## config.mk

```make
export PLATFORM = sky130hd
export DESIGN_NAME = fsfa_datapath
export DESIGN_NICKNAME = d
export VERILOG_FILES = /design/src/rtl/free_segment_fit_allocator_core_macros.svh /design/src/rtl/fsfa_pkg.sv /design/src/rtl/fsfa_datapath.sv
export SDC_FILE = /design/constraint.sdc
export NUM_CORES = 2
export LEC_CHECK = 0
export BUFFER_PORTS_ARGS = -buffer_cell sky130_fd_sc_hd__buf_4
export CAP_MARGIN = 0
export CORE_AREA = 3 3 435 437
export CTS_CLUSTER_SIZE = 28
export DETAILED_ROUTE_END_ITERATION = 10
export DIE_AREA = 0 0 438 440
export PLACE_DENSITY = 0.5
export SYNTH_ARGS = -nofsm -noshare
export SYNTH_HDL_FRONTEND = slang
export SYNTH_SLANG_ARGS = --single-unit
```

## constraint.sdc

```tcl
create_clock -name i_clk -period 9.25 [get_ports i_clk]
set_input_delay 0.925 -clock i_clk [delete_from_list [all_inputs] [get_ports i_clk]]
set_output_delay 0.925 -clock i_clk [all_outputs]
set_load 0.02 [all_outputs]
```

## src/rtl/free_segment_fit_allocator_core_macros.svh

```systemverilog
// ----------------------------------------------------------------------------
// Allocator assertion macros
// Shorthand for the concurrent checks at the end of the allocator top level.
// ----------------------------------------------------------------------------
`ifndef FREE_SEGMENT_FIT_ALLOCATOR_CORE_MACROS_SVH
`define FREE_SEGMENT_FIT_ALLOCATOR_CORE_MACROS_SVH

// same-cycle implication, held off during reset
`define FSFA_ASSERT_NOW(lbl, ante, cons, msg) \
    lbl: assert property (@(posedge i_clk) disable iff (!i_rst_n) (ante) |-> (cons)) \
        else $error(msg);

// next-cycle implication, held off during reset
`define FSFA_ASSERT_NEXT(lbl, ante, cons, msg) \
    lbl: assert property (@(posedge i_clk) disable iff (!i_rst_n) (ante) |=> (cons)) \
        else $error(msg);

// state in the cycle after a reset edge
`define FSFA_ASSERT_RST(lbl, cons, msg) \
    lbl: assert property (@(posedge i_clk) (!i_rst_n) |=> (cons)) \
        else $error(msg);

`endif

```

## src/rtl/fsfa_pkg.sv

```systemverilog
// ----------------------------------------------------------------------------
// Allocator package
// Shared constants, status codes and controller/datapath structs.
// ----------------------------------------------------------------------------
`default_nettype none

package fsfa_pkg;

    localparam int MAX_SEGMENTS_DEF = 32;
    localparam int ADDR_BITS_DEF    = 24;
    localparam int FIELD_W          = 24;
    localparam int STATUS_W         = 2;

    localparam logic OP_ALLOC  = 1'b1;
    localparam logic POL_WORST = 1'b1;

    typedef enum logic [STATUS_W-1:0] {
        ST_OK        = 2'd0,
        ST_NOT_FOUND = 2'd1,
        ST_FULL      = 2'd2
    } t_status;

    // controller -> datapath (out_load goes to the output register)
    typedef struct packed {
        logic    capture;
        logic    wr_append;
        logic    cnt_inc;
        logic    cnt_dec;
        logic    scan_clr;
        logic    rd;
        logic    cmp_en;
        logic    idx_inc;
        logic    idx_from_pick;
        logic    wr_shrink;
        logic    shift_wr;
        logic    res_load;
        logic    res_grant;
        t_status res_status;
        logic    out_load;
    } t_dp_cmd;

    // datapath -> controller
    typedef struct packed {
        logic op_alloc;
        logic full;
        logic cnt_zero;
        logic idx_last;
        logic found;
        logic exact;
        logic pick_last;
    } t_dp_sts;

endpackage

`default_nettype wire

```

## src/rtl/fsfa_datapath.sv

```systemverilog
// ----------------------------------------------------------------------------
// Allocator datapath
// Segment memory, fill count, scan index, best-candidate tracking, result.
// ----------------------------------------------------------------------------
`default_nettype none

module fsfa_datapath
    import fsfa_pkg::*;
#(
    parameter int MAX_SEGMENTS = MAX_SEGMENTS_DEF,
    parameter int ADDR_BITS    = ADDR_BITS_DEF
) (
    input  wire logic                i_clk,
    input  wire logic                i_rst_n,
    input  wire t_dp_cmd             i_cmd,
    output t_dp_sts                  o_sts,
    input  wire logic                i_req_op,
    input  wire logic                i_req_policy,
    input  wire logic [FIELD_W-1:0]  i_req_start,
    input  wire logic [FIELD_W-1:0]  i_req_size,
    output logic [STATUS_W-1:0]      o_res_status,
    output logic [FIELD_W-1:0]       o_res_start,
    output logic [FIELD_W-1:0]       o_res_size
);

    localparam int IW = $clog2(MAX_SEGMENTS);
    localparam int CW = $clog2(MAX_SEGMENTS + 1);
    localparam int W  = ADDR_BITS;

    // segment memory, undefined until written
    logic [W-1:0] mem_start [MAX_SEGMENTS];
    logic [W-1:0] mem_size  [MAX_SEGMENTS];

    logic          r_op, r_policy;
    logic [W-1:0]  r_req_start, r_req_size;
    logic [CW-1:0] r_cnt;
    logic [IW-1:0] r_idx;
    logic [W-1:0]  r_rd_start, r_rd_size;
    logic [IW-1:0] r_rd_idx;
    logic          r_rd_vld;
    logic          r_found;
    logic [IW-1:0] r_pick;
    logic [W-1:0]  r_pick_start, r_pick_size;
    logic [STATUS_W-1:0] r_res_status;
    logic [FIELD_W-1:0]  r_res_start, r_res_size;

    logic          w_fits, w_better, w_take;
    logic          w_wr_en;
    logic [IW-1:0] w_wr_addr;
    logic [W-1:0]  w_wr_start, w_wr_size;
    logic [CW-1:0] w_cnt_m1;

    // candidate compare on the beat read last cycle
    always_comb begin
        w_fits   = (r_rd_size >= r_req_size);
        w_better = (r_policy == POL_WORST) ? (r_rd_size > r_pick_size)
                                           : (r_rd_size < r_pick_size);
        w_take   = i_cmd.cmp_en && r_rd_vld && w_fits && (!r_found || w_better);
    end

    // single write port
    always_comb begin
        w_wr_en    = 1'b0;
        w_wr_addr  = r_cnt[IW-1:0];
        w_wr_start = r_req_start;
        w_wr_size  = r_req_size;
        if (i_cmd.wr_append) begin
            w_wr_en = 1'b1;
        end else if (i_cmd.wr_shrink) begin
            w_wr_en    = 1'b1;
            w_wr_addr  = r_pick;
            w_wr_start = r_pick_start + r_req_size;
            w_wr_size  = r_pick_size - r_req_size;
        end else if (i_cmd.shift_wr && r_rd_vld) begin
            w_wr_en    = 1'b1;
            w_wr_addr  = r_rd_idx - IW'(1);
            w_wr_start = r_rd_start;
            w_wr_size  = r_rd_size;
        end
    end

    always_ff @(posedge i_clk) begin
        if (w_wr_en) begin
            mem_start[w_wr_addr] <= w_wr_start;
            mem_size[w_wr_addr]  <= w_wr_size;
        end
        if (i_cmd.rd) begin
            r_rd_start <= mem_start[r_idx];
            r_rd_size  <= mem_size[r_idx];
            r_rd_idx   <= r_idx;
        end
    end

    always_ff @(posedge i_clk) begin
        if (!i_rst_n) begin
            r_cnt    <= '0;
            r_rd_vld <= 1'b0;
            r_found  <= 1'b0;
            r_idx    <= '0;
        end else begin
            r_rd_vld <= i_cmd.rd;
            if (i_cmd.cnt_inc) begin
                r_cnt <= r_cnt + CW'(1);
            end else if (i_cmd.cnt_dec) begin
                r_cnt <= w_cnt_m1;
            end
            if (i_cmd.scan_clr) begin
                r_idx <= '0;
            end else if (i_cmd.idx_from_pick) begin
                r_idx <= r_pick + IW'(1);
            end else if (i_cmd.idx_inc) begin
                r_idx <= r_idx + IW'(1);
            end
            if (i_cmd.scan_clr) begin
                r_found <= 1'b0;
            end else if (w_take) begin
                r_found <= 1'b1;
            end
        end
    end

    // payload registers
    always_ff @(posedge i_clk) begin
        if (i_cmd.capture) begin
            r_op        <= i_req_op;
            r_policy    <= i_req_policy;
            r_req_start <= W'(i_req_start);
            r_req_size  <= W'(i_req_size);
        end
        if (w_take) begin
            r_pick       <= r_rd_idx;
            r_pick_start <= r_rd_start;
            r_pick_size  <= r_rd_size;
        end
        if (i_cmd.res_load) begin
            r_res_status <= i_cmd.res_status;
            r_res_start  <= i_cmd.res_grant ? FIELD_W'(r_pick_start) : '0;
            r_res_size   <= i_cmd.res_grant ? FIELD_W'(r_req_size) : '0;
        end
    end

    assign w_cnt_m1 = r_cnt - CW'(1);

    always_comb begin
        o_sts.op_alloc  = (r_op == OP_ALLOC);
        o_sts.full      = (r_cnt == CW'(MAX_SEGMENTS));
        o_sts.cnt_zero  = (r_cnt == '0);
        o_sts.idx_last  = (CW'(r_idx) == w_cnt_m1);
        o_sts.found     = r_found;
        o_sts.exact     = (r_pick_size == r_req_size);
        o_sts.pick_last = (CW'(r_pick) == w_cnt_m1);
    end

    assign o_res_status = r_res_status;
    assign o_res_start  = r_res_start;
    assign o_res_size   = r_res_size;

endmodule

`default_nettype wire

```

==> results.sh <==
export IMPL_synthArstFlopShare=0
export IMPL_synthDistinctLibCells=68
export IMPL_run_status="completed"
export IMPL_viasPerCell=5.548
export IMPL_dpl_cell_area_um2=75220
export IMPL_hold_buffers=0
export IMPL_synth_area_leaders="edfxtp_1 (74%), mux4_2 (15%), ha_1 (1.8%)"
export IMPL_coreArea_um2=185400
export IMPL_p_int_w=0.01382
export IMPL_slew_headroom=0.1018
export IMPL_design_area_um2=81130
export IMPL_via_count=34590
export IMPL_cp_end_kind="primary output"
export IMPL_maxSlewViolCount=0
export IMPL_start_util=0.3807
export IMPL_yosys_area_top_type="edfxtp_1"
export IMPL_fin_nets=3772
export IMPL_worstPathRequired_ps=8330
export IMPL_syn_num_nets=3516
export IMPL_max_stage_delay_ps=910
export IMPL_holdCritStartpoint="i_req_start[22]"
export IMPL_skew_ps=35.23
export IMPL_gp_congestion=0.8707
export IMPL_grt_pass1_wl_mm=276.0
export IMPL_synth_edf_count=1742
export IMPL_drt_wl_total_mm=194.9
export IMPL_crit_type="reg -> out"
export IMPL_rows=158
export IMPL_p_leak_nw=25.41
export IMPL_tightestPinTransition_ps=1347
export IMPL_clkTransAtPathRegs_ps=60
export IMPL_grt_remaining_overflow=0
export IMPL_clk_path_buf_depth=3
export IMPL_met3_length_mm=9.555
export IMPL_cp_num_buf_inv=2
export IMPL_synth_top_flop_cell="edfxtp_1"
export IMPL_post_cts_setup_buffers=0
export IMPL_area_delta_synth_final_pct=14.94
export IMPL_post_route_drc_count=0
export IMPL_combPwrFrac=0.087
export IMPL_htreeDepth=4
export IMPL_regArea_um2=52590
export IMPL_multi_input_area_um2=17500
export IMPL_max_freq_mhz=202.1
export IMPL_power_density_nw_per_um2=223.4
export IMPL_cpLargestDelayFamily="simple AND/OR/NAND/NOR gates"
export IMPL_slowest_stage="nor4_1"
export IMPL_antenna_found_initial=8
export IMPL_worstPathMaxFanout=7
export IMPL_numClockSinks=1755
export IMPL_track_usage=0.2032
export IMPL_period_share=0.5350
export IMPL_yosysMostFrequentCell="edfxtp_1"
export IMPL_synth_seq_area_share=0.7448
export IMPL_min_period_ps=4949
export IMPL_routed_top_layer="met5"
export IMPL_cts_tree="built"
export IMPL_min_delay_path_class="in -> reg"
export IMPL_syn_inst=3347
export IMPL_grt_pass1_vias=35470
export IMPL_fin_tns_setup_ps=0
export IMPL_drive_gt1_frac=0.2926
export IMPL_final_antenna_net_count=0
export IMPL_clock_power_share=0.398
export IMPL_r2r_start="r_rd_vld"
export IMPL_dieArea_um2=192700
export IMPL_die_w_um=438
export IMPL_wl_met2_mm=96.98
export IMPL_drt_pre_antenna_iters=8
export IMPL_n_fill_cell=16010
export IMPL_io_pins=125
export IMPL_syn_avg_cell_area_um2=21.09
export IMPL_wl_per_cell_um=31.26
export IMPL_switchingPower_w=0.004306
export IMPL_netSwitchingFraction=0.2375
export IMPL_io_buffer_count=123
export IMPL_start_kind="flop"
export IMPL_yosysTopAreaCellShare=0.7411
export IMPL_power_frac_seq=0.515
export IMPL_crit_start="r_req_size[18]"
export IMPL_path_cells="inv_1, ha_1, nand4_1, nor2_1, nand3_1, nor4_1, buf_4"
export IMPL_cap_violations=0
export IMPL_synth_seq_cells=1755
export IMPL_syn_area_um2=70590
export IMPL_hpwlAfterDp_mm=112.7
export IMPL_crit_arrival_ps=4020
export IMPL_rsz0062_at_grt="no"
export IMPL_total_power_w=0.01813
export IMPL_finalHoldViolCount=0
export IMPL_grt_max_degree=128
export IMPL_synthTopCellsByCount="edfxtp_1 (1,742), mux4_2 (468), clkbuf_1 (106)"
export IMPL_drt_iter0_markers=3144
export IMPL_cts_inserted_buffers=188
export IMPL_wl_met1_mm=83.18
export IMPL_peakVddDrop_mv=0.1472
export IMPL_setup_viol=0
export IMPL_clk_latency_ps=840
export IMPL_cts_resized=0
export IMPL_yosys_warnings=0
export IMPL_clockRootBuffer="clkbuf_16"
export IMPL_die_height_um=440
## power groups by stage
| stage | logic (W) | registers [W] | clock network (W) |
|---|---|---|---|
| after global placement | 0.00158 | 0.00950 | 0 |
| after detailed placement | 0.00159 | 0.00951 | 0 |
| final | 0.00158 | 0.00934 | 0.00721 |
| after CTS | 0.00160 | 0.00934 | 0.00740 |
| after global routing | 0.00170 | 0.00935 | 0.00773 |
| after floorplan | 0.000935 | 0.00945 | 0 |
## final timing paths
| kind | to | slack [ps] | depth (start not counted) |
|---|---|---|---|
| max reg2reg | mem_start[8][23] | 4780 | 8 |
| min reg2reg | r_pick_start[18] | 430 | 0 |
| min | r_req_start[22] | 270 | 1 |
| max | o_sts[1] | 4300 | 7 |
## cell usage in the layout, fill, tap and decap left out, types with 7 or more instances in the layout
master,count
a211oi_1,14
a21o_1,19
a21oi_1,79
a21oi_2,22
a221oi_2,7
a22oi_1,19
a31oi_1,9
and2_1,56
and3_1,7
buf_4,225
bufinv_16,9
clkbuf_1,38
clkbuf_16,188
clkbuf_8,7
clkinv_1,43
clkinv_2,32
clkinvlp_4,8
dfxtp_1,8
edfxtp_1,1742
ha_1,99
inv_1,66
mux2_2,50
mux4_1,12
mux4_2,468
nand2_1,76
nand3_1,23
nand4_1,14
nor2_1,63
nor2_4,33
nor2b_1,14
nor3_1,18
o21a_1,7
o21ai_0,18
o21ai_1,24
o22a_1,12
o22ai_1,38
xnor2_1,37
xor2_1,32
## metal layers
| metal | vias up | track usage |
|---|---|---|
| met5 | - | 0 |
| met4 | 2 | 0.05801 |
| met3 | 243 | 0.02974 |
| met2 | 1004 | 0.3387 |
| met1 | 18790 | 0.2788 |
| li1 | 14550 | - |
## metrics by stage
stage,hold slack [ps],worst slack [ps],cells,utilization
after detailed placement,435.0,4005,5892,0.4057
after global placement,431.8,4018,5892,0.4057
after floorplan,402.9,3208,3347,-
after global routing,210.1,4192,6234,0.4375
after CTS,176.5,4139,6232,0.4374
final,269.3,4301,6234,0.4375
## flip-flops by register name, indices dropped and copies added, names as in the netlist, 2 cells and up
register	cells
r_rd_idx	5
r_pick_start	24
r_pick	5
o_res_size	24
mem_size	768
r_pick_size	24
r_idx	5
r_rd_start	24
o_res_start	24
r_rd_size	24
r_cnt	6
mem_start	768
r_req_start	24
o_res_status	2
r_req_size	24
## logic make-up after synthesis
group | share of synthesized area
xor+xnor | 0.008562
buf+inv | 0.01407
mux | 0.1622
flops | 0.7448
fa+ha+maj | 0.01812
compound gates | 0.02976
simple gates | 0.02249
## area by class of cell
type	instances	share of cell area
clock buffer	233	0.06093
timing repair buffer	231	0.02224
inverter	68	0.003146
tap	2480	0.03825
clock inverter	107	0.01154
sequential	1755	0.6482
multi-input combinational	1359	0.2157
antenna	1	0.00003084
No activity file was read; power rests on OpenSTA's default activity.
