File: src/rtl/free_segment_fit_allocator_core_macros.svh
// ----------------------------------------------------------------------------
// Allocator assertion macros
// Shorthand for the concurrent checks at the end of the allocator top level.
// ----------------------------------------------------------------------------
`ifndef FREE_SEGMENT_FIT_ALLOCATOR_CORE_MACROS_SVH
`define FREE_SEGMENT_FIT_ALLOCATOR_CORE_MACROS_SVH

// same-cycle implication, held off during reset
`define FSFA_ASSERT_NOW(lbl, ante, cons, msg) \
    lbl: assert property (@(posedge i_clk) disable iff (!i_rst_n) (ante) |-> (cons)) \
        else $error(msg);

// next-cycle implication, held off during reset
`define FSFA_ASSERT_NEXT(lbl, ante, cons, msg) \
    lbl: assert property (@(posedge i_clk) disable iff (!i_rst_n) (ante) |=> (cons)) \
        else $error(msg);

// state in the cycle after a reset edge
`define FSFA_ASSERT_RST(lbl, cons, msg) \
    lbl: assert property (@(posedge i_clk) (!i_rst_n) |=> (cons)) \
        else $error(msg);

`endif

File: src/rtl/fsfa_pkg.sv
// ----------------------------------------------------------------------------
// Allocator package
// Shared constants, status codes and controller/datapath structs.
// ----------------------------------------------------------------------------
`default_nettype none

package fsfa_pkg;

    localparam int MAX_SEGMENTS_DEF = 32;
    localparam int ADDR_BITS_DEF    = 24;
    localparam int FIELD_W          = 24;
    localparam int STATUS_W         = 2;

    localparam logic OP_ALLOC  = 1'b1;
    localparam logic POL_WORST = 1'b1;

    typedef enum logic [STATUS_W-1:0] {
        ST_OK        = 2'd0,
        ST_NOT_FOUND = 2'd1,
        ST_FULL      = 2'd2
    } t_status;

    // controller -> datapath (out_load goes to the output register)
    typedef struct packed {
        logic    capture;
        logic    wr_append;
        logic    cnt_inc;
        logic    cnt_dec;
        logic    scan_clr;
        logic    rd;
        logic    cmp_en;
        logic    idx_inc;
        logic    idx_from_pick;
        logic    wr_shrink;
        logic    shift_wr;
        logic    res_load;
        logic    res_grant;
        t_status res_status;
        logic    out_load;
    } t_dp_cmd;

    // datapath -> controller
    typedef struct packed {
        logic op_alloc;
        logic full;
        logic cnt_zero;
        logic idx_last;
        logic found;
        logic exact;
        logic pick_last;
    } t_dp_sts;

endpackage

`default_nettype wire

File: src/rtl/fsfa_ctrl.sv
// ----------------------------------------------------------------------------
// Allocator controller
// Sequences append, scan, shrink/remove and result hand-off.
// ----------------------------------------------------------------------------
`default_nettype none

module fsfa_ctrl
    import fsfa_pkg::*;
(
    input  wire logic    i_clk,
    input  wire logic    i_rst_n,
    input  wire logic    i_req_valid,
    output logic         o_req_ready,
    input  wire logic    i_slot_free,
    input  wire t_dp_sts i_sts,
    output t_dp_cmd      o_cmd
);

    typedef enum logic [2:0] {
        S_IDLE,
        S_DISPATCH,
        S_SCAN,
        S_SCAN_END,
        S_DECIDE,
        S_SHIFT,
        S_SHIFT_END,
        S_RESULT
    } t_state;

    t_state r_state, n_state;

    always_comb begin
        n_state = r_state;
        o_cmd   = '0;
        o_cmd.res_status = ST_OK;
        unique case (r_state)
            S_IDLE: begin
                if (i_req_valid) begin
                    o_cmd.capture = 1'b1;
                    n_state       = S_DISPATCH;
                end
            end
            S_DISPATCH: begin
                if (!i_sts.op_alloc) begin
                    o_cmd.res_load = 1'b1;
                    if (i_sts.full) begin
                        o_cmd.res_status = ST_FULL;
                    end else begin
                        o_cmd.wr_append = 1'b1;
                        o_cmd.cnt_inc   = 1'b1;
                    end
                    n_state = S_RESULT;
                end else if (i_sts.cnt_zero) begin
                    o_cmd.res_load   = 1'b1;
                    o_cmd.res_status = ST_NOT_FOUND;
                    n_state          = S_RESULT;
                end else begin
                    o_cmd.scan_clr = 1'b1;
                    n_state        = S_SCAN;
                end
            end
            S_SCAN: begin
                o_cmd.rd      = 1'b1;
                o_cmd.cmp_en  = 1'b1;
                o_cmd.idx_inc = 1'b1;
                if (i_sts.idx_last) begin
                    n_state = S_SCAN_END;
                end
            end
            S_SCAN_END: begin
                o_cmd.cmp_en = 1'b1;
                n_state      = S_DECIDE;
            end
            S_DECIDE: begin
                if (!i_sts.found) begin
                    o_cmd.res_load   = 1'b1;
                    o_cmd.res_status = ST_NOT_FOUND;
                    n_state          = S_RESULT;
                end else if (!i_sts.exact) begin
                    o_cmd.wr_shrink = 1'b1;
                    o_cmd.res_load  = 1'b1;
                    o_cmd.res_grant = 1'b1;
                    n_state         = S_RESULT;
                end else if (i_sts.pick_last) begin
                    o_cmd.cnt_dec   = 1'b1;
                    o_cmd.res_load  = 1'b1;
                    o_cmd.res_grant = 1'b1;
                    n_state         = S_RESULT;
                end else begin
                    o_cmd.idx_from_pick = 1'b1;
                    n_state             = S_SHIFT;
                end
            end
            S_SHIFT: begin
                o_cmd.rd       = 1'b1;
                o_cmd.idx_inc  = 1'b1;
                o_cmd.shift_wr = 1'b1;
                if (i_sts.idx_last) begin
                    n_state = S_SHIFT_END;
                end
            end
            S_SHIFT_END: begin
                o_cmd.shift_wr  = 1'b1;
                o_cmd.cnt_dec   = 1'b1;
                o_cmd.res_load  = 1'b1;
                o_cmd.res_grant = 1'b1;
                n_state         = S_RESULT;
            end
            S_RESULT: begin
                if (i_slot_free) begin
                    o_cmd.out_load = 1'b1;
                    n_state        = S_IDLE;
                end
            end
            default: begin
                n_state = S_IDLE;
            end
        endcase
    end

    always_ff @(posedge i_clk) begin
        if (!i_rst_n) begin
            r_state <= S_IDLE;
        end else begin
            r_state <= n_state;
        end
    end

    assign o_req_ready = (r_state == S_IDLE);

endmodule

`default_nettype wire

File: config.mk
export PLATFORM = sky130hd
export DESIGN_NAME = fsfa_ctrl
export DESIGN_NICKNAME = d
export VERILOG_FILES = /design/src/rtl/free_segment_fit_allocator_core_macros.svh /design/src/rtl/fsfa_pkg.sv /design/src/rtl/fsfa_ctrl.sv
export SDC_FILE = /design/constraint.sdc
export NUM_CORES = 1
export LEC_CHECK = 0
export BUFFER_PORTS_ARGS = -buffer_cell sky130_fd_sc_hd__buf_2
export CORE_AREA = 2 2 39 41
export CTS_CLUSTER_SIZE = 30
export DETAILED_ROUTE_END_ITERATION = 16
export DIE_AREA = 0 0 41 43
export PLACE_DENSITY = 0.71
export SETUP_SLACK_MARGIN = 0.4
export SLEW_MARGIN = 20
export SYNTH_ARGS = -nofsm -noshare
export SYNTH_HDL_FRONTEND = slang
export SYNTH_SLANG_ARGS = --single-unit
export TNS_END_PERCENT = 1
File: constraint.sdc
create_clock -name i_clk -period 1.3 [get_ports i_clk]
set_input_delay 0.13 -clock i_clk [delete_from_list [all_inputs] [get_ports i_clk]]
set_output_delay 0.13 -clock i_clk [all_outputs]
set_load 0.01 [all_outputs]
==> impl_metrics.toml, run 1 <==
[clock_tree]
cts.sinks = 3
cts_htree_levels = 1
path_clk_slew_ns = 0.04
clk_path_buf_depth = 2
clk_latency_ns = 0.24
tritoncts = "yes"
cts_buffers = 3
hold_buffers = 0
cts_root_buf = "clkbuf_4"

[synth]
synthCells = 52
synth_compound_area_share_pct = 25.8
synth-async-reset-ratio_pct = 0
avgSynthCellArea_sq_um = 7.56
syn-num-nets = 63
synth_area_leaders = "dfxtp_1, nand2b_1, mux2i_1"
ys_seq_area_share_pct = 15.3
yosys-mux-area-fraction_pct = 7.64
synth_top_area_cell = "dfxtp_1"
synth_edf_count = 0
yosysWarnings = 0
ys_ff_latch = 3
synth_fa_ha_area_share_pct = 0
yosysTopAreaCellShare_pct = 15.3
yosysUniqueCellTypes = 27
synth_simple_gate_area_share_pct = 36.0
syn_area_sq_um = 393
ys.flop_type = "dfxtp_1"
synth-xor-area-share_pct = 0
synth_top_family_by_area = "simple AND/OR/NAND/NOR gates"

[sta]
fin_worst_skew_ns = 0.00186
drv_slew = 0
worst_pin_slew_ns = 0.196
finalSetupViolations = 2
hold_viol = 0
setup_ws_ns = -0.0315
fin_crit_ns = 1.33
max_freq_mhz = 751
fin_tns_setup_ns = -0.0541
grt_setup_unrepaired = "yes"
slew_headroom_pct = 86.8
post-route-period-util_pct = 102

[placed_design]
hpwl_um = 835
port_buffers = 27
post-place-ws_ns = 0.160
place.gp.congestion = 0.825

[hold_path]
hold_path_class = "input port to flip-flop"

[setup_path]
critPathLaunch = "r_state[1]"
crit_path_max_incr_delay_ns = 0.36
critical_path_arrival_ns = 1.20
cpLargestDelayFamily = "simple AND/OR/NAND/NOR gates"
cp-start-kind = "flip-flop"
path_max_fanout = 7
endpoint = "o_cmd[2]"
r2r_end = "r_state[1]"
worst_path_max_delay_cell = "dfxtp_4"
required_ns = 1.17
worstSetupEndpointType = "output port"
cp_num_buf_inv = 1
regToRegStartpoint = "r_state[1]"
ff2ff_setup_slack_ns = 0.16
path_cells = "nand2b_4, nor4b_4, buf_2"
path_depth = 3
path_class = "flip-flop to output port"
worstRegToRegCells = 4

[cells_and_area]
largest_reg_flops = 3
antenna_cells = 0
top_regs = "r_state: 3 flops"
top_register = "r_state"
area_growth_pct = 80.9
drive_gt1_share_pct = 64.4
fin_util_pct = 51.4
final_nets = 99

[detailed_routing]
drc = 0
routed_wl_um = 1350
ant_nets = 0
dr_total_vias = 505
viasPerCell = 4.90
wl_per_cell_um = 13.1
drt_iter0_drc = 5
first_pass_iters = 4

[floorplan]
initial_core_util_pct = 28.4
ios = 28
fp.dieW_um = 41
core_area_sq_um = 1380
fp.dieArea_sq_um = 1760
row_count = 14
die-height_um = 43

[global_route]
track_usage_pct = 17.1
antenna_found_initial = 0
grt_pass1_vias = 456
grt_overflow_total = 0
grt_pass1_wl_um = 1990
grt_max_degree = 8

[pwr]
finalPower_mw = 0.826
p_per_area_nw_per_um2 = 1160
peakVddDrop_v = 0.000431
p_leak_nw = 0.341

[run]
max_cap_violations = 0

[run_status]
violations = "negative setup slack"
status = "finished, violations left"
final cells by class:
type / instances / area (sq um)
multi-input combinational: 40 / 358
clock buffer: 4 / 26.3
sequential: 3 / 71.3
tap: 16 / 20.0
timing repair buffer: 36 / 218
inverter: 4 / 17.5
fill: 144 / 673
where the power goes:
part	internal (mW)	switching, mW	total, mW
clock network	0.115	0.0528	0.168
registers	0.117	0.0381	0.155
logic	0.255	0.248	0.503
worst register-to-register path, cell delays in order, from the launching register on:
cell	delay [ns]
dfxtp_4	0.38
nand2b_4	0.21
buf_4	0.13
a21oi_1	0.03
o31a_1	0.28
cells by family after synthesis:
| kind of cell | after synthesis |
|---|---|
| and+or+nand+nor | 24 |
| AOI/OAI and AO/OA | 13 |
| buffers and inverters | 9 |
| muxes | 3 |
| DFF | 3 |
metal layers:
| metal | part of all wire, % | wire length (um) | vias to the layer above | global-route usage, % |
|---|---|---|---|---|
| met5 | 0 | 0 | - | 0 |
| met4 | 0 | 0 | 0 | 8.00 |
| met3 | 5.1 | 69 | 0 | 4.71 |
| met2 | 57 | 768 | 14 | 28.1 |
| met1 | 38 | 510 | 233 | 18.9 |
| li1 | - | - | 258 | - |
cells in the mapped netlist, types with 2 or more instances:
| cell type | number |
|---|---|
| nand2b_1 | 5 |
| nor2_1 | 7 |
| inv_1 | 3 |
| buf_6 | 2 |
| buf_4 | 3 |
| nor3_1 | 3 |
| mux2i_1 | 3 |
| nand2b_2 | 2 |
| a21oi_1 | 3 |
| dfxtp_1 | 3 |
| a31oi_1 | 2 |
what timing repair did:
item | 4_1_cts | 5_1_grt
setup endpoints to repair | 20 | 20
endpoints found under the hold margin | 0 | 0
resized for setup | 9 | 5
pin swaps | 6 | 3
buffers inserted | 6 | 0
metrics by stage:
stage / cells / cell area [sq um] / hold slack (ns)
3_5_place_dp: 93 / 583 / 0.370
2_1_floorplan: 52 / 458 / 0.250
4_1_cts: 103 / 683 / 0.123
3_3_place_gp: 93 / 583 / 0.365
5_1_grt: 103 / 711 / 0.120
6_report: 103 / 711 / 0.129
worst min path at each step:
stage | cells after the start | slack (ns) | startpoint | end
final | 2 | 0.13 | i_rst_n | r_state[1]
after global routing | 2 | 0.12 | i_rst_n | r_state[1]
after CTS | 2 | 0.12 | i_rst_n | r_state[1]
after detailed placement | 2 | 0.37 | i_rst_n | r_state[1]
after global placement | 2 | 0.36 | i_rst_n | r_state[1]
after floorplan | 1 | 0.25 | i_rst_n | r_state[1]
placed cells by master (no fill, tap or decap), drive strengths merged, types with 2 or more instances in the layout:
cell    count
dfxtp       3
buf        36
a21oi       3
inv         4
nor3        4
nor2        7
nand2b      7
clkbuf      4
a31oi       2
mux2i       3
Power figures use the tool's default switching activity.
==> inputs of run 2 (changes only) <==
Settings changed: PLACE_DENSITY 0.71 to unset.
==> impl_metrics.toml, run 2 (synthesized netlist as in run 1, its figures left out) <==
[setup_path]
required_ns = 1.17
path_max_fanout = 6
crit_path_max_incr_delay_ns = 0.37
worst_path_max_delay_cell = "dfxtp_4"
critical_path_arrival_ns = 1.18
cp-start-kind = "flip-flop"
path_class = "flip-flop to output port"
path_cells = "nand2b_4, o22a_1, nor2_2, buf_2"
worstSetupEndpointType = "output port"

[global_route]
grt_overflow_total = 0
grt_pass1_wl_um = 2050
track_usage_pct = 16.8
antenna_found_initial = 0
grt_pass1_vias = 479
grt_max_degree = 7

[clock_tree]
cts_htree_levels = 1
tritoncts = "yes"
hold_buffers = 0
cts.sinks = 3
clk_path_buf_depth = 2
clk_latency_ns = 0.24
cts_root_buf = "clkbuf_4"
cts_buffers = 3
path_clk_slew_ns = 0.04

[sta]
fin_worst_skew_ns = 0.00493
fin_tns_setup_ns = -0.0380
fin_crit_ns = 1.31
slew_headroom_pct = 87.0
max_freq_mhz = 761
setup_ws_ns = -0.0145
worst_pin_slew_ns = 0.194
post-route-period-util_pct = 101
hold_viol = 0
finalSetupViolations = 4
drv_slew = 0
grt_setup_unrepaired = "yes"
timing.hold.ws_ns = 0.140

[detailed_routing]
first_pass_iters = 3
ant_nets = 0
wl_per_cell_um = 12.0
dr_total_vias = 510
drc = 0
viasPerCell = 4.86
routed_wl_um = 1260
drt_iter0_drc = 3

[cells_and_area]
final_nets = 101
largest_reg_flops = 3
top_register = "r_state"
antenna_cells = 0
final_cell_mix = "buf_2, buf_4, nand2b_1"
multiInputGateArea_sq_um = 338
seqCellArea_sq_um = 71.3
layout_commonest_cell = "buf_2"
drive_gt1_share_pct = 65.2
fillers = 132
top_regs = "r_state: 3 flops"
area_growth_pct = 86.6

[floorplan]
core_area_sq_um = 1380
fp.dieW_um = 41
initial_core_util_pct = 28.4
row_count = 14
fp.dieArea_sq_um = 1760
die-height_um = 43
ios = 28

[pwr]
pwr-share-clk_pct = 20.2
p_sw_share_pct = 39.6
finalPower_mw = 0.842
p_int_mw = 0.509
p_per_area_nw_per_um2 = 1150
p_leak_nw = 0.350
peakVddDrop_v = 0.000589
p_seq_share_pct = 18.3
power.switching_mw = 0.333
comb_power_share_pct = 61.5

[run_status]
violations = "negative setup slack"
status = "finished, violations left"

[run]
max_cap_violations = 0

[placed_design]
port_buffers = 27
place.gp.congestion = 0.721
hpwl_um = 813
post-place-ws_ns = 0.142

[hold_path]
hold_path_class = "input port to flip-flop"
[run 2: critical path: cells and delay by family, from the launching register on]
kind | cells | cell delay (ns)
buffers and inverters | 1 | 0.12
and+or+nand+nor | 2 | 0.24
AOI/OAI and AO/OA | 1 | 0.22
DFF | 1 | 0.37
[run 2: per-layer routing]
layer	GRT usage (%)	part of all wire (%)	vias up
met1	22.3	45	233
li1	-	-	263
met5	0	0	-
met4	6.00	0	0
met3	3.14	4.8	0
met2	25.9	50	14
[run 2: metrics by stage]
stage                     std cells  area [sq um]  util, %
after global routing            105           733     53.0
after floorplan                  52           458        -
after CTS                       103           699     50.5
after global placement           93           583     42.1
final                           105           733     53.0
after detailed placement         93           583     42.1
[run 2: layout make-up]
type	instances	area share, %
Clock buffer	4	3.58
Inverter	4	2.39
Multi-Input combinational cell	40	46.1
Sequential cell	3	9.73
Tap cell	16	2.73
Timing Repair Buffer	38	35.5
[run 2: worst paths after layout]
check             slack [ns]          to       start  depth (start not counted)
setup / recovery       -0.01    o_cmd[1]  r_state[0]                          4
hold / removal          0.14  r_state[1]     i_rst_n                          2
setup reg to reg        0.14  r_state[0]  r_state[1]                          4
hold reg to reg         0.62  r_state[0]  r_state[0]                          2
[run 2: what timing repair did]
| action | in CTS | in global routing |
|---|---|---|
| pin swaps | 8 | 7 |
| setup endpoints to repair | 20 | 20 |
| gates resized for setup | 7 | 5 |
| setup buffers | 6 | 2 |
| endpoints found under the hold margin | 0 | 0 |
[run 2: power groups by stage]
stage / Sequential, mW / Combinational, mW / Clock, mW
finish: 0.154 / 0.518 / 0.171
floorplan: 0.131 / 0.329 / 0
global placement: 0.162 / 0.383 / 0
CTS: 0.150 / 0.491 / 0.178
global route: 0.157 / 0.561 / 0.186
detailed placement: 0.162 / 0.383 / 0
==> inputs of run 3 (changes only) <==
Settings changed: CORE_AREA 2 2 39 41 to 3 3 40 42, DIE_AREA 0 0 41 43 to 0 0 43 45, SETUP_SLACK_MARGIN 0.4 to 0.3.
==> impl_metrics.toml, run 3 (synthesized netlist as in run 1, its figures left out) <==
[hold_path]
hold_path_depth = 2
hold_end = "r_state[1]"
holdCritStartpoint = "i_rst_n"
hold_path_class = "input port to flip-flop"

[sta]
fin_worst_skew_ns = 0.00941
finalSetupViolations = 1
slew_headroom_pct = 85.6
drv_slew = 0
max_freq_mhz = 763
hold_viol = 0
fin_crit_ns = 1.31
worst_pin_slew_ns = 0.216
setup_ws_ns = -0.0113
grt_setup_unrepaired = "yes"
post-route-period-util_pct = 101

[floorplan]
fp.dieW_um = 43
initial_core_util_pct = 30.6
fp.dieArea_sq_um = 1940
ios = 28
die-height_um = 45
row_count = 13
core_area_sq_um = 1280

[run_status]
violations = "negative setup slack"
status = "finished, violations left"

[clock_tree]
cts_root_buf = "clkbuf_4"
clk_latency_ns = 0.24
cts_htree_levels = 1
cts.sinks = 3
path_clk_slew_ns = 0.03
cts_buffers = 3
clk_path_buf_depth = 2
hold_buffers = 0
tritoncts = "yes"

[cells_and_area]
area_growth_pct = 75.2
top_regs = "r_state: 3 flops"
seqCellArea_sq_um = 71.3
drive_gt1_share_pct = 61.8
antenna_cells = 0
final_cells = 104
largest_reg_flops = 3
top_register = "r_state"
finalInstanceArea_sq_um = 688
layout_commonest_cell = "buf_2"
final_nets = 101
final_cell_mix = "buf_2, buf_4, nor2_1"
multiInputGateArea_sq_um = 329
fillers = 136

[detailed_routing]
wl_per_cell_um = 11.9
first_pass_iters = 4
routed_wl_um = 1240
drt_iter0_drc = 9
ant_nets = 0
drc = 0
dr_total_vias = 523
viasPerCell = 5.03

[setup_path]
critical_path_arrival_ns = 1.18
ff2ff_setup_slack_ns = 0.15
r2r_end = "r_state[0]"
cp-start-kind = "flip-flop"
path_max_fanout = 8
required_ns = 1.17
worstRegToRegCells = 4
worstSetupEndpointType = "output port"
regToRegStartpoint = "r_state[1]"
path_class = "flip-flop to output port"
critPathLaunch = "r_state[1]"

[global_route]
grt_overflow_total = 0
busiest_layer = "met2"
grt_max_degree = 9
grt_pass1_vias = 474
use_met3_pct = 4.38
track_usage_pct = 14.3
grt_pass1_wl_um = 2030
met2_usage_pct = 24.0
grt.met1_usage_pct = 15.9
antenna_found_initial = 0

[run]
max_cap_violations = 0

[placed_design]
place_area_sq_um = 589
post-place-ws_ns = 0.137
port_buffers = 27
placed_cells = 93
place.gp.congestion = 0.706
hpwl_um = 913

[pwr]
peakVddDrop_v = 0.000492
p_leak_nw = 0.339
p_per_area_nw_per_um2 = 1140
finalPower_mw = 0.787
==> run 3: worst max path at each step <==
stage / endpoint / slack, ns / cells after the start
after global placement: r_state[1] / 0.14 / 3
after floorplan: o_cmd[14] / 0.23 / 3
final: o_cmd[2] / -0.01 / 3
after CTS: o_cmd[2] / -0.03 / 3
after global routing: o_cmd[1] / -0.09 / 4
after detailed placement: r_state[1] / 0.14 / 3
==> run 3: layout make-up <==
class                           count  area share (%)
Clock buffer                        4            3.82
Inverter                            4            2.55
Multi-Input combinational cell     40            47.8
Sequential cell                     3            10.4
Tap cell                           15            2.73
Timing Repair Buffer               38            32.7
==> run 3: layer usage <==
metal	vias up	routed length, um
met1	243	473
met5	-	0
met4	0	9
li1	263	-
met3	2	89
met2	15	668
==> run 3: power breakdown <==
part / leakage, nW / switching (mW) / internal, mW
clock: 0.0150 / 0.0527 / 0.115
sequential: 0.0267 / 0.0404 / 0.117
combinational: 0.297 / 0.218 / 0.244
==> run 3: critical path: stages, from the launching register on <==
cell and delay (ns):
dfxtp_4 0.36, nand2b_4 0.19, nor4b_2 0.24, buf_2 0.16
==> run 3: per-stage QoR <==
| step | hold WS, ns | TNS, ns | util [%] |
|---|---|---|---|
| 2_1_floorplan | 0.250 | 0 | - |
| 3_3_place_gp | 0.369 | 0 | 45.9 |
| 3_5_place_dp | 0.380 | 0 | 45.9 |
| 4_1_cts | 0.130 | -0.0638 | 52.4 |
| 5_1_grt | 0.126 | -0.365 | 53.6 |
| 6_report | 0.138 | -0.0113 | 53.6 |
==> run 3: repair_timing <==
action	4_1_cts	5_1_grt
setup buffers	6	1
pin swaps	5	3
resized for setup	5	2
endpoints found under the setup margin	19	20
cloned	0	0
